**src/design/stbs_pkg.sv**
```systemverilog
// ----------------------------------------------------------------------------
// Sorted table search package
// Shared sizes, item codes, the search state type and the structs that pass
// between the search engine and the top level.
// ----------------------------------------------------------------------------
package stbs_pkg;

    localparam int DEPTH  = 1024;
    localparam int DATA_W = 32;
    localparam int ADDR_W = (DEPTH > 1) ? $clog2(DEPTH) : 1;
    localparam int CNT_W  = $clog2(DEPTH + 1);
    localparam int SUM_W  = CNT_W + 1;
    localparam int CFG_W  = 11;
    localparam int IDX_W  = 10;
    localparam int POS_W  = 10;
    localparam int MODE_W = 2;

    typedef enum logic [MODE_W-1:0] {
        MODE_LOAD  = 2'd0,
        MODE_EXACT = 2'd1,
        MODE_LOWER = 2'd2,
        MODE_NONE  = 2'd3
    } stbs_mode_t;

    typedef enum logic [1:0] {
        ST_IDLE,
        ST_PROBE,
        ST_RESULT
    } stbs_state_t;

    typedef struct packed {
        logic                     lower;
        logic signed [DATA_W-1:0] key;
    } stbs_query_t;

    typedef struct packed {
        logic             found;
        logic [POS_W-1:0] position;
    } stbs_result_t;

endpackage

```
**src/design/stbs_search.sv**
```systemverilog
// ----------------------------------------------------------------------------
// Sorted table search engine
// Runs the halving search over the table memory, one probe per cycle, with
// both possible next probe addresses prepared ahead of the compare.
// ----------------------------------------------------------------------------
module stbs_search
    import stbs_pkg::*;
(
    input  logic              aclk,
    input  logic              aresetn,
    input  logic              start,
    input  stbs_query_t       query,
    input  logic [CNT_W-1:0]  used_count,
    output logic              rd_en,
    output logic [ADDR_W-1:0] rd_addr,
    input  logic [DATA_W-1:0] rd_data,
    output logic              idle,
    output logic              res_valid,
    input  logic              res_ready,
    output stbs_result_t      res
);

    stbs_state_t       state_reg, state_next;
    logic [CNT_W-1:0]  lo_reg, lo_next;
    logic [CNT_W-1:0]  hi_reg, hi_next;
    logic [ADDR_W-1:0] mid_reg, mid_next;
    logic [ADDR_W-1:0] best_reg, best_next;
    logic              found_reg, found_next;
    stbs_query_t       query_reg, query_next;

    logic [CNT_W-1:0]  mid_ext;
    logic [CNT_W-1:0]  mid_inc;
    logic [SUM_W-1:0]  sum_0;
    logic [SUM_W-1:0]  sum_r;
    logic [SUM_W-1:0]  sum_l;
    logic              ge;
    logic              eq;
    logic              cont_r;
    logic              cont_l;
    logic              finish;

    assign mid_ext = CNT_W'(mid_reg);
    assign mid_inc = mid_ext + CNT_W'(1);
    assign sum_0   = SUM_W'(used_count) - SUM_W'(1);
    assign sum_r   = SUM_W'(mid_ext) + SUM_W'(hi_reg);
    assign sum_l   = SUM_W'(lo_reg) + SUM_W'(mid_ext) - SUM_W'(1);
    assign ge      = $signed(rd_data) >= query_reg.key;
    assign eq      = $signed(rd_data) == query_reg.key;
    assign cont_r  = mid_inc < hi_reg;
    assign cont_l  = lo_reg < mid_ext;
    assign finish  = (!query_reg.lower && eq) || (ge ? !cont_l : !cont_r);
    assign idle    = (state_reg == ST_IDLE);

    always_ff @(posedge aclk) begin
        if (!aresetn) begin
            state_reg <= ST_IDLE;
        end else begin
            state_reg <= state_next;
        end
        lo_reg    <= lo_next;
        hi_reg    <= hi_next;
        mid_reg   <= mid_next;
        best_reg  <= best_next;
        found_reg <= found_next;
        query_reg <= query_next;
    end

    always_comb begin
        state_next   = state_reg;
        lo_next      = lo_reg;
        hi_next      = hi_reg;
        best_next    = best_reg;
        found_next   = found_reg;
        query_next   = query_reg;
        rd_en        = 1'b0;
        rd_addr      = mid_reg;
        res_valid    = 1'b0;
        res.found    = found_reg;
        res.position = POS_W'(best_reg);
        unique case (state_reg)
            ST_IDLE: begin
                if (start) begin
                    lo_next    = '0;
                    hi_next    = used_count;
                    query_next = query;
                    found_next = 1'b0;
                    best_next  = '0;
                    if (used_count != '0) begin
                        rd_en      = 1'b1;
                        rd_addr    = ADDR_W'(sum_0[SUM_W-1:1]);
                        state_next = ST_PROBE;
                    end else begin
                        state_next = ST_RESULT;
                    end
                end
            end
            ST_PROBE: begin
                if ((query_reg.lower && ge) || (!query_reg.lower && eq)) begin
                    found_next = 1'b1;
                    best_next  = mid_reg;
                end
                if (ge) begin
                    hi_next = mid_ext;
                end else begin
                    lo_next = mid_inc;
                end
                if (finish) begin
                    res_valid    = 1'b1;
                    res.found    = found_next;
                    res.position = POS_W'(best_next);
                    state_next   = res_ready ? ST_IDLE : ST_RESULT;
                end else begin
                    rd_en   = 1'b1;
                    rd_addr = ge ? ADDR_W'(sum_l[SUM_W-1:1]) : ADDR_W'(sum_r[SUM_W-1:1]);
                end
            end
            ST_RESULT: begin
                res_valid = 1'b1;
                if (res_ready) begin
                    state_next = ST_IDLE;
                end
            end
            default: begin
                state_next = ST_IDLE;
            end
        endcase
        mid_next = rd_en ? rd_addr : mid_reg;
    end

    a_window_holds_probe: assert property (@(posedge aclk) disable iff (!aresetn)
        state_reg == ST_PROBE |-> (lo_reg <= mid_ext) && (mid_ext < hi_reg))
        else $error("probe address outside the search window");

    a_window_in_table: assert property (@(posedge aclk) disable iff (!aresetn)
        state_reg == ST_PROBE |-> hi_reg <= CNT_W'(DEPTH))
        else $error("search window extends past the table");

    a_exact_no_early_hit: assert property (@(posedge aclk) disable iff (!aresetn)
        state_reg == ST_PROBE && !query_reg.lower |-> !found_reg)
        else $error("exact search kept probing after a match");

endmodule

```
**config.mk**
```make
export PLATFORM = sky130hd
export DESIGN_NAME = stbs_search
export DESIGN_NICKNAME = d
export VERILOG_FILES = /design/src/design/stbs_pkg.sv /design/src/design/stbs_search.sv
export SDC_FILE = /design/constraint.sdc
export NUM_CORES = 1
export LEC_CHECK = 0
export BUFFER_PORTS_ARGS = -buffer_cell sky130_fd_sc_hd__buf_4
export CORE_ASPECT_RATIO = 0.6
export CORE_UTILIZATION = 45
export DETAILED_ROUTE_END_ITERATION = 16
export MAX_ROUTING_LAYER = met4
export PLACE_DENSITY = 0.69
export RECOVER_POWER = 50
export SYNTH_ARGS = -nofsm -noshare
export SYNTH_HDL_FRONTEND = slang
export SYNTH_SLANG_ARGS = --single-unit
```
**constraint.sdc**
```tcl
create_clock -name aclk -period 3.3 [get_ports aclk]
set_input_delay 0.33 -clock aclk [delete_from_list [all_inputs] [get_ports aclk]]
set_output_delay 0.33 -clock aclk [all_outputs]
set_load 0.01 [all_outputs]
```
==> results.py, run 1 <==
metrics = {
    "yosys": {
        "yosysWarnings": 0,
        "synth_cells": 621,
        "synth_ff_type": "edfxtp_1",
        "synth-edff-count": 76,
        "ys_seq_area_frac": 0.377,
        "syn_area_per_cell_um2": 9.93,
        "ys_ff_latch": 78,
        "netlist_area_um2": 6160,
        "synth_fp_nets": 786,
        "postSynth.asyncResetShare": 0,
        "synth.distinct_cells": 68,
    },
    "min_path": {
        "holdPathEnd": "query_reg[8]",
        "min-delay-path-class": "input pin to flip-flop",
        "worstHoldPathCells": 1,
        "hold_start": "query[8]",
    },
    "cts": {
        "numCtsBuffers": 9,
        "cts_root_buf": "clkbuf_16",
        "cts_max_level": 3,
        "clock_latency_ps": 350,
        "clock-sinks": 78,
        "tritoncts": "done",
        "cts.reportedPaths.clkPinSlew_ps": 60,
        "holdBufCountCts": 0,
        "clockBufferDepth": 2,
    },
    "place": {
        "place_congestion": 1.03,
        "port_buffers": 103,
        "dp_hpwl_mm": 15.3,
        "pre_cts_ws_ps": -386,
    },
    "timing": {
        "setup-tns-final_ps": -14040,
        "hold_viol": 0,
        "max_freq_mhz": 261,
        "fin_crit_sh": 1.16,
        "skew_ps": 11.9,
        "relSlewSlack": 0.191,
        "slew_violations": 0,
        "fin_ws_ps": -538,
        "rsz0062_at_grt": "yes",
        "worstMarginPinSlew_ps": 1210,
        "finalSetupViolCount": 40,
        "final.min_clock_period_ps": 3840,
    },
    "global_routing": {
        "antenna_found_initial": 0,
        "grt_max_degree": 34,
        "grtUsageTotal": 0.300,
        "grt_overflow": 0,
        "grt_pass1_wl_mm": 31.3,
        "grt_pass1_vias": 5870,
    },
    "setup_path": {
        "arrival_ps": 3510,
        "timing.rr.end": "lo_reg[3]",
        "criticalPathCategory": "flip-flop to output pin",
        "crit_path_start_kind": "flip-flop",
        "crit_path_max_fanout": 4,
        "worst_setup_path_end_kind": "output pin",
        "reg2regPathDepth": 12,
        "crit_required_ps": 2970,
        "r2r_slack_ps": -230,
        "r2r-start": "query_reg[25]",
    },
    "route": {
        "drc": 0,
        "routed_wl_mm": 20.4,
        "first_pass_iters": 4,
        "first_iter_violations": 406,
        "viasPerCell": 5.72,
        "routedWlPerCell_um": 19.9,
        "via_count": 5847,
        "postRouteAntennaNets": 0,
    },
    "flow_run": {
        "max_cap_violations": 0,
    },
    "floorplanning": {
        "coreArea_um2": 13100,
        "die_area_um2": 14200,
        "initial_core_util": 0.471,
        "row_count": 32,
        "die_y_um": 92.7,
        "ios": 104,
        "die_x_um": 153,
    },
    "outcome": {
        "outcome": "finished, violations left",
        "violations": "negative setup slack",
    },
    "power": {
        "power.leakage_nw": 4.10,
        "p_int_w": 0.00482,
        "power.total_w": 0.00841,
        "comb_power_share": 0.682,
        "switching_share": 0.427,
        "vdd_drop_max_v": 0.000400,
        "power_frac_seq": 0.188,
        "power.switching_w": 0.00359,
        "power_density_nw_per_um2": 925,
        "p_clk_frac": 0.131,
    },
    "final_layout": {
        "drive_gt1_frac": 0.423,
        "layout_common_cells": "164 x buf_4, 82 x inv_1, 76 x edfxtp_1",
        "fin_nets": 1013,
        "final_common_cell": "buf_4",
        "area_delta_synth_final_pct": 47.4,
        "largest_reg_flops": 33,
        "fillCellCount": 974,
        "diodes": 0,
    },
}
## what timing repair did
item                       in CTS  in global routing
gates resized for setup       115                 20
pin swaps                      36                 18
cloned                          0                  2
setup endpoints to repair      51                 56
buffers inserted               34                  9
## worst max path at each step
stage / from / endpoint / slack, ps / cells past startpoint
after global routing: mid_reg[4] / rd_addr[8] / -660 / 16
after CTS: query_reg[9] / res[7] / -490 / 12
after floorplan: mid_reg[2] / rd_addr[9] / -10 / 13
after global placement: mid_reg[0] / rd_addr[8] / -210 / 14
after detailed placement: mid_reg[2] / rd_addr[9] / -390 / 14
final: mid_reg[0] / rd_addr[4] / -540 / 17
## cells by family (layout without fill, tap and decap cells)
family / Yosys count / count (layout) / synth area share
compound gates: 142 / 142 / 0.158
xor+xnor: 26 / 26 / 0.0369
fa+ha+maj: 85 / 85 / 0.175
buf+inv: 109 / 341 / 0.0676
flops: 78 / 78 / 0.377
mux: 24 / 24 / 0.0483
simple gates: 157 / 157 / 0.138
## per-layer routing
layer  part of all wire  vias to the layer above  global-route usage  routed length, um
met2               0.42                      292               0.443               8630
met1               0.47                     2805               0.416               9520
met3              0.092                       31              0.0697               1860
met4              0.017                        0              0.0724                356
li1                   -                     2719                   -                  -
met5                  0                        -                   -                  0
## synth_stat cells, types with 7 or more instances
cell | count | area share
mux2_2 | 9 | 0.016
nand3_1 | 26 | 0.021
and2_1 | 13 | 0.013
o21ai_0 | 31 | 0.025
a221o_1 | 7 | 0.011
mux2_4 | 9 | 0.022
nor2_1 | 31 | 0.019
inv_1 | 90 | 0.055
nand2_1 | 28 | 0.017
clkbuf_1 | 16 | 0.0097
ha_1 | 83 | 0.17
edfxtp_1 | 76 | 0.37
a21oi_1 | 40 | 0.032
nor3_1 | 11 | 0.0089
xnor2_1 | 20 | 0.028
## power by group through the flow
stage / logic [W] / clock network (W) / registers (W)
floorplan: 0.00247 / 0 / 0.00154
global placement: 0.00435 / 0 / 0.00157
detailed placement: 0.00449 / 0 / 0.00157
CTS: 0.00535 / 0.00111 / 0.00156
global route: 0.00609 / 0.00115 / 0.00160
finish: 0.00573 / 0.00110 / 0.00158
## per-stage QoR
step	hold WS (ps)	instance area, um^2	util	instances
after floorplan	429	6170	-	621
after CTS	155	8890	0.679	1014
final	182	9090	0.694	1023
after global routing	169	9090	0.694	1023
after global placement	464	7800	0.596	969
after detailed placement	481	7800	0.596	969
## layout make-up
type	count	area [um^2]	area share
multi-input combinational	434	3950	0.434
sequential	78	2320	0.256
timing repair buffer	235	1950	0.214
inverter	90	338	0.0372
clock buffer	9	225	0.0248
tap	170	213	0.0234
clock inverter	7	95.1	0.0105
## critical path, cell delays in order, from the launching register on
cell and delay, ps:
edfxtp_1 460, buf_4 180, ha_4 170, buf_4 140, nand3_2 80, xnor2_2 80, ha_1 230, nor4_4 300
nand2_1 110, buf_4 140, buf_4 120, buf_4 120, buf_4 120, o21ai_2 190, a211oi_4 80, nor3_4 290
o221ai_2 180, buf_4 180
(Power assumes the default switching activity.)
==> inputs of run 2 (changes only) <==
- PLACE_DENSITY: 0.69 -> default
- PLACE_DENSITY_LB_ADDON: default -> 0.08
==> results.py, run 2 (synthesis results as in run 1) <==
metrics = {
    "power": {
        "power_density_nw_per_um2": 940,
        "power.leakage_nw": 4.05,
        "p_clk_frac": 0.134,
        "p_int_w": 0.00485,
        "switching_share": 0.428,
        "power.total_w": 0.00848,
        "power.switching_w": 0.00363,
        "power_frac_seq": 0.185,
        "vdd_drop_max_v": 0.000487,
        "comb_power_share": 0.682,
    },
    "timing": {
        "relSlewSlack": 0.0655,
        "rsz0062_at_grt": "yes",
        "max_freq_mhz": 260,
        "fin_ws_ps": -546,
        "setup-tns-final_ps": -10260,
        "worstMarginPinSlew_ps": 1400,
        "final.min_clock_period_ps": 3850,
        "slew_violations": 0,
        "finalSetupViolCount": 23,
        "fin_crit_sh": 1.17,
        "skew_ps": 11.8,
        "hold_viol": 0,
    },
    "min_path": {
        "holdPathEnd": "query_reg[11]",
        "hold_start": "query[11]",
        "worstHoldPathCells": 1,
        "min-delay-path-class": "input pin to flip-flop",
    },
    "global_routing": {
        "grt_max_degree": 34,
        "grt_pass1_vias": 5498,
        "grt_pass1_wl_mm": 29.9,
        "grt_overflow": 0,
        "grtUsageTotal": 0.290,
        "antenna_found_initial": 0,
    },
    "cts": {
        "cts_root_buf": "clkbuf_16",
        "cts_max_level": 3,
        "tritoncts": "done",
        "clockBufferDepth": 2,
        "clock-sinks": 78,
        "clock_latency_ps": 350,
        "cts.reportedPaths.clkPinSlew_ps": 70,
        "holdBufCountCts": 0,
        "numCtsBuffers": 9,
    },
    "final_layout": {
        "largest_reg_flops": 33,
        "layout_common_cells": "174 x buf_4, 83 x inv_1, 76 x edfxtp_1",
        "final_common_cell": "buf_4",
        "drive_gt1_frac": 0.416,
        "diodes": 0,
        "area_delta_synth_final_pct": 46.3,
        "fin_nets": 1010,
        "layoutNonFillerInstCount": 1020,
    },
    "setup_path": {
        "crit_required_ps": 2970,
        "r2r_slack_ps": 20,
        "cp_cell_sequence": "inv_2, ha_4, buf_6, nand4_1, nor4_4, buf_4, nand3_4, o221ai_2, a41oi_2, or4_4, a22oi_2, buf_6, clkbuf_16, mux2_4, buf_6",
        "crit_path_start_kind": "flip-flop",
        "arrival_ps": 3520,
        "timing.rr.end": "mid_reg[1]",
        "crit_top_cell": "buf_6",
        "crit_path_max_fanout": 4,
        "reg2regPathDepth": 13,
        "slowest_stage": "or4_4",
        "criticalPathCategory": "flip-flop to output pin",
        "slowest_delay_ps": 460,
        "critPathBufInv": 6,
        "worst_setup_path_end_kind": "output pin",
        "critPathTopFamily": "simple AND/OR/NAND/NOR gates",
        "r2r-start": "query_reg[11]",
    },
    "floorplanning": {
        "die_y_um": 92.7,
        "ios": 104,
        "row_count": 32,
        "die_area_um2": 14200,
        "initial_core_util": 0.471,
        "die_x_um": 153,
        "coreArea_um2": 13100,
    },
    "place": {
        "numPlacedInstances": 969,
        "pre_cts_ws_ps": -335,
        "port_buffers": 103,
        "dp_hpwl_mm": 15.0,
        "place_congestion": 0.955,
    },
    "outcome": {
        "outcome": "finished, violations left",
        "violations": "negative setup slack",
    },
    "route": {
        "via_count": 5648,
        "viasPerCell": 5.54,
        "routed_wl_mm": 19.6,
        "postRouteAntennaNets": 0,
        "first_iter_violations": 444,
        "first_pass_iters": 5,
        "routedWlPerCell_um": 19.2,
        "drc": 0,
    },
    "flow_run": {
        "max_cap_violations": 0,
    },
}
==> run 2: worst register-to-register path: stages (launching register included) <==
cell and delay, ps:
edfxtp_1 370, inv_1 90, ha_4 200, nand4_1 230, nor2_1 120, a221oi_4 310
a31oi_4 140, or3_1 530, and4_4 250, buf_4 150, nor2_2 230, buf_4 160
nand2_2 70, buf_4 170
==> run 2: power groups by stage <==
stage	Combinational, W	Sequential, W	Clock, W
finish	0.00578	0.00157	0.00113
global route	0.00620	0.00159	0.00118
CTS	0.00515	0.00155	0.00114
detailed placement	0.00449	0.00158	0
global placement	0.00441	0.00157	0
floorplan	0.00247	0.00154	0
==> run 2: per-stage QoR <==
step | cell area (um^2) | utilization | hold slack, ps
after detailed placement | 7800 | 0.596 | 474
after global routing | 9020 | 0.689 | 164
final | 9020 | 0.689 | 180
after floorplan | 6170 | - | 429
after global placement | 7800 | 0.596 | 470
after CTS | 8570 | 0.655 | 150
==> run 2: worst max path at each step <==
stage	slack (ps)	end	depth (start not counted)	from
3_5_place_dp	-340	res[1]	13	rd_data[25]
2_1_floorplan	-10	rd_addr[9]	13	mid_reg[2]
3_3_place_gp	-330	res[1]	13	rd_data[25]
4_1_cts	-530	res[1]	12	query_reg[10]
5_1_grt	-670	res[4]	18	mid_reg[3]
6_report	-550	res[4]	15	query_reg[17]
==> run 2: final cells by class <==
| cell class | instances | area (um^2) |
|---|---|---|
| clock buffers | 9 | 225 |
| fillers | 1003 | 4070 |
| inverters | 90 | 340 |
| clock inverters | 7 | 104 |
| flip-flops and latches | 78 | 2320 |
| well taps | 170 | 213 |
| multi-input cells | 434 | 3950 |
| repair buffers | 232 | 1870 |
==> run 2: timing repair <==
item | CTS | global route
pin swaps | 27 | 33
gates cloned | 0 | 1
endpoints found under the setup margin | 37 | 39
buffers inserted | 18 | 17
resized for setup | 69 | 49
==> run 2: routing by layer <==
layer  track usage  routed length (um)  part of all wire  vias to the layer above
li1              -                   -                 -                     2702
met1         0.417                9560              0.49                     2714
met2         0.406                8200              0.42                      217
met3        0.0669                1720             0.088                       15
met4        0.0724                 154            0.0078                        0
met5             -                   0                 0                        -
==> inputs of run 3 (changes only) <==
- ABC_CLOCK_PERIOD_IN_PS: default -> 3300
- REMOVE_ABC_BUFFERS: default -> 1
==> results.py, run 3 (synthesis results as in run 1) <==
metrics = {
    "cts": {
        "clock-sinks": 78,
        "clock_latency_ps": 340,
        "cts_root_buf": "clkbuf_16",
        "cts.reportedPaths.clkPinSlew_ps": 60,
        "numCtsBuffers": 9,
        "holdBufCountCts": 0,
        "cts_max_level": 3,
        "tritoncts": "done",
        "clockBufferDepth": 2,
    },
    "power": {
        "vdd_drop_max_v": 0.000667,
        "power.switching_w": 0.00361,
        "power_frac_seq": 0.189,
        "p_clk_frac": 0.120,
        "p_int_w": 0.00476,
        "power.leakage_nw": 4.01,
        "power.total_w": 0.00837,
        "power_density_nw_per_um2": 937,
        "switching_share": 0.431,
        "comb_power_share": 0.691,
    },
    "route": {
        "routed_wl_mm": 19.1,
        "via_count": 5615,
        "postRouteAntennaNets": 0,
        "first_iter_violations": 293,
        "routedWlPerCell_um": 18.9,
        "drc": 0,
        "first_pass_iters": 4,
        "viasPerCell": 5.56,
    },
    "global_routing": {
        "antenna_found_initial": 0,
        "grtUsageTotal": 0.282,
        "grt_overflow": 0,
        "grt_pass1_vias": 5570,
        "grt_max_degree": 34,
        "grt_pass1_wl_mm": 29.5,
    },
    "place": {
        "dp_hpwl_mm": 14.7,
        "port_buffers": 103,
        "place_congestion": 0.993,
    },
    "timing": {
        "max_freq_mhz": 260,
        "slew_violations": 0,
        "skew_ps": 13.2,
        "rsz0062_at_grt": "yes",
        "worstMarginPinSlew_ps": 881,
        "final.min_clock_period_ps": 3850,
        "hold_viol": 0,
        "fin_ws_ps": -553,
        "fin_hold_ws_ps": 183,
        "relSlewSlack": 0.413,
        "fin_crit_sh": 1.17,
        "finalSetupViolCount": 23,
    },
    "final_layout": {
        "fillCellCount": 1029,
        "final_common_cell": "buf_4",
        "largest_reg_flops": 33,
        "fin_nets": 999,
        "drive_gt1_frac": 0.405,
        "diodes": 0,
        "layout_common_cells": "147 x buf_4, 85 x inv_1, 76 x edfxtp_1",
        "area_delta_synth_final_pct": 44.8,
    },
    "floorplanning": {
        "die_y_um": 92.7,
        "row_count": 32,
        "ios": 104,
        "die_area_um2": 14200,
        "coreArea_um2": 13100,
        "die_x_um": 153,
        "initial_core_util": 0.471,
    },
    "setup_path": {
        "worst_setup_path_end_kind": "output pin",
        "crit_path_max_fanout": 11,
        "crit_required_ps": 2970,
        "arrival_ps": 3520,
        "criticalPathCategory": "flip-flop to output pin",
        "crit_path_start_kind": "flip-flop",
    },
    "outcome": {
        "violations": "negative setup slack",
        "outcome": "finished, violations left",
    },
    "flow_run": {
        "max_cap_violations": 0,
    },
    "min_path": {
        "min-delay-path-class": "input pin to flip-flop",
    },
}
==> run 3: final cells by class <==
class / count / area (um^2) / share of cell area
Timing Repair Buffer: 221 / 1810 / 0.203
Clock inverter: 6 / 68.8 / 0.00771
Inverter: 90 / 340 / 0.0381
Tap cell: 170 / 213 / 0.0238
Multi-Input combinational cell: 434 / 3940 / 0.442
Sequential cell: 78 / 2320 / 0.260
Clock buffer: 10 / 229 / 0.0257
==> run 3: metal layers <==
layer  GRT usage  share of wire
met2       0.405           0.42
met5           -              0
met1       0.408           0.48
met4      0.0572         0.0092
met3      0.0571          0.090
==> run 3: power groups by stage <==
stage	sequential, W	combinational [W]	clock [W]
2_1_floorplan	0.00158	0.00239	0
3_3_place_gp	0.00158	0.00443	0
3_5_place_dp	0.00158	0.00448	0
4_1_cts	0.00157	0.00521	0.00102
5_1_grt	0.00160	0.00619	0.00105
6_report	0.00158	0.00578	0.00100
==> run 3: timing repair <==
item / CTS / global route
endpoints found under the setup margin: 39 / 37
buffers inserted: 18 / 9
resized for setup: 106 / 36
pin swaps: 33 / 22
==> run 3: worst paths after layout <==
kind,startpoint,end,slack (ps),cells past startpoint
setup / recovery,mid_reg[3],res[3],-550,16
hold / removal,query[15],query_reg[15],180,1
setup reg to reg,mid_reg[3],mid_reg[1],10,14
hold reg to reg,state_reg[1],state_reg[1],490,2
==> run 3: metrics by stage <==
step / utilization / setup TNS (ps) / instances / worst slack (ps) / area (um^2)
CTS: 0.662 / -9300 / 1000 / -527 / 8670
detailed placement: 0.597 / -6240 / 969 / -448 / 7820
global route: 0.682 / -14890 / 1009 / -705 / 8920
global placement: 0.597 / -6820 / 969 / -318 / 7820
floorplan: - / -2010 / 602 / -236 / 6090
finish: 0.682 / -10920 / 1009 / -553 / 8920
==> run 3: worst max-delay path, stage by stage, from the launching register on <==
cell      delay (ps)
edfxtp_1         410
inv_4             80
nor3_4           170
and3_1           290
nand3_1          130
nor2_1           160
xnor2_1          100
ha_1             300
o21a_1           110
o21ai_1           50
nand2b_1          90
o21a_1           200
o211ai_1         160
a22oi_2          270
buf_12           180
mux2_4           330
buf_6            120
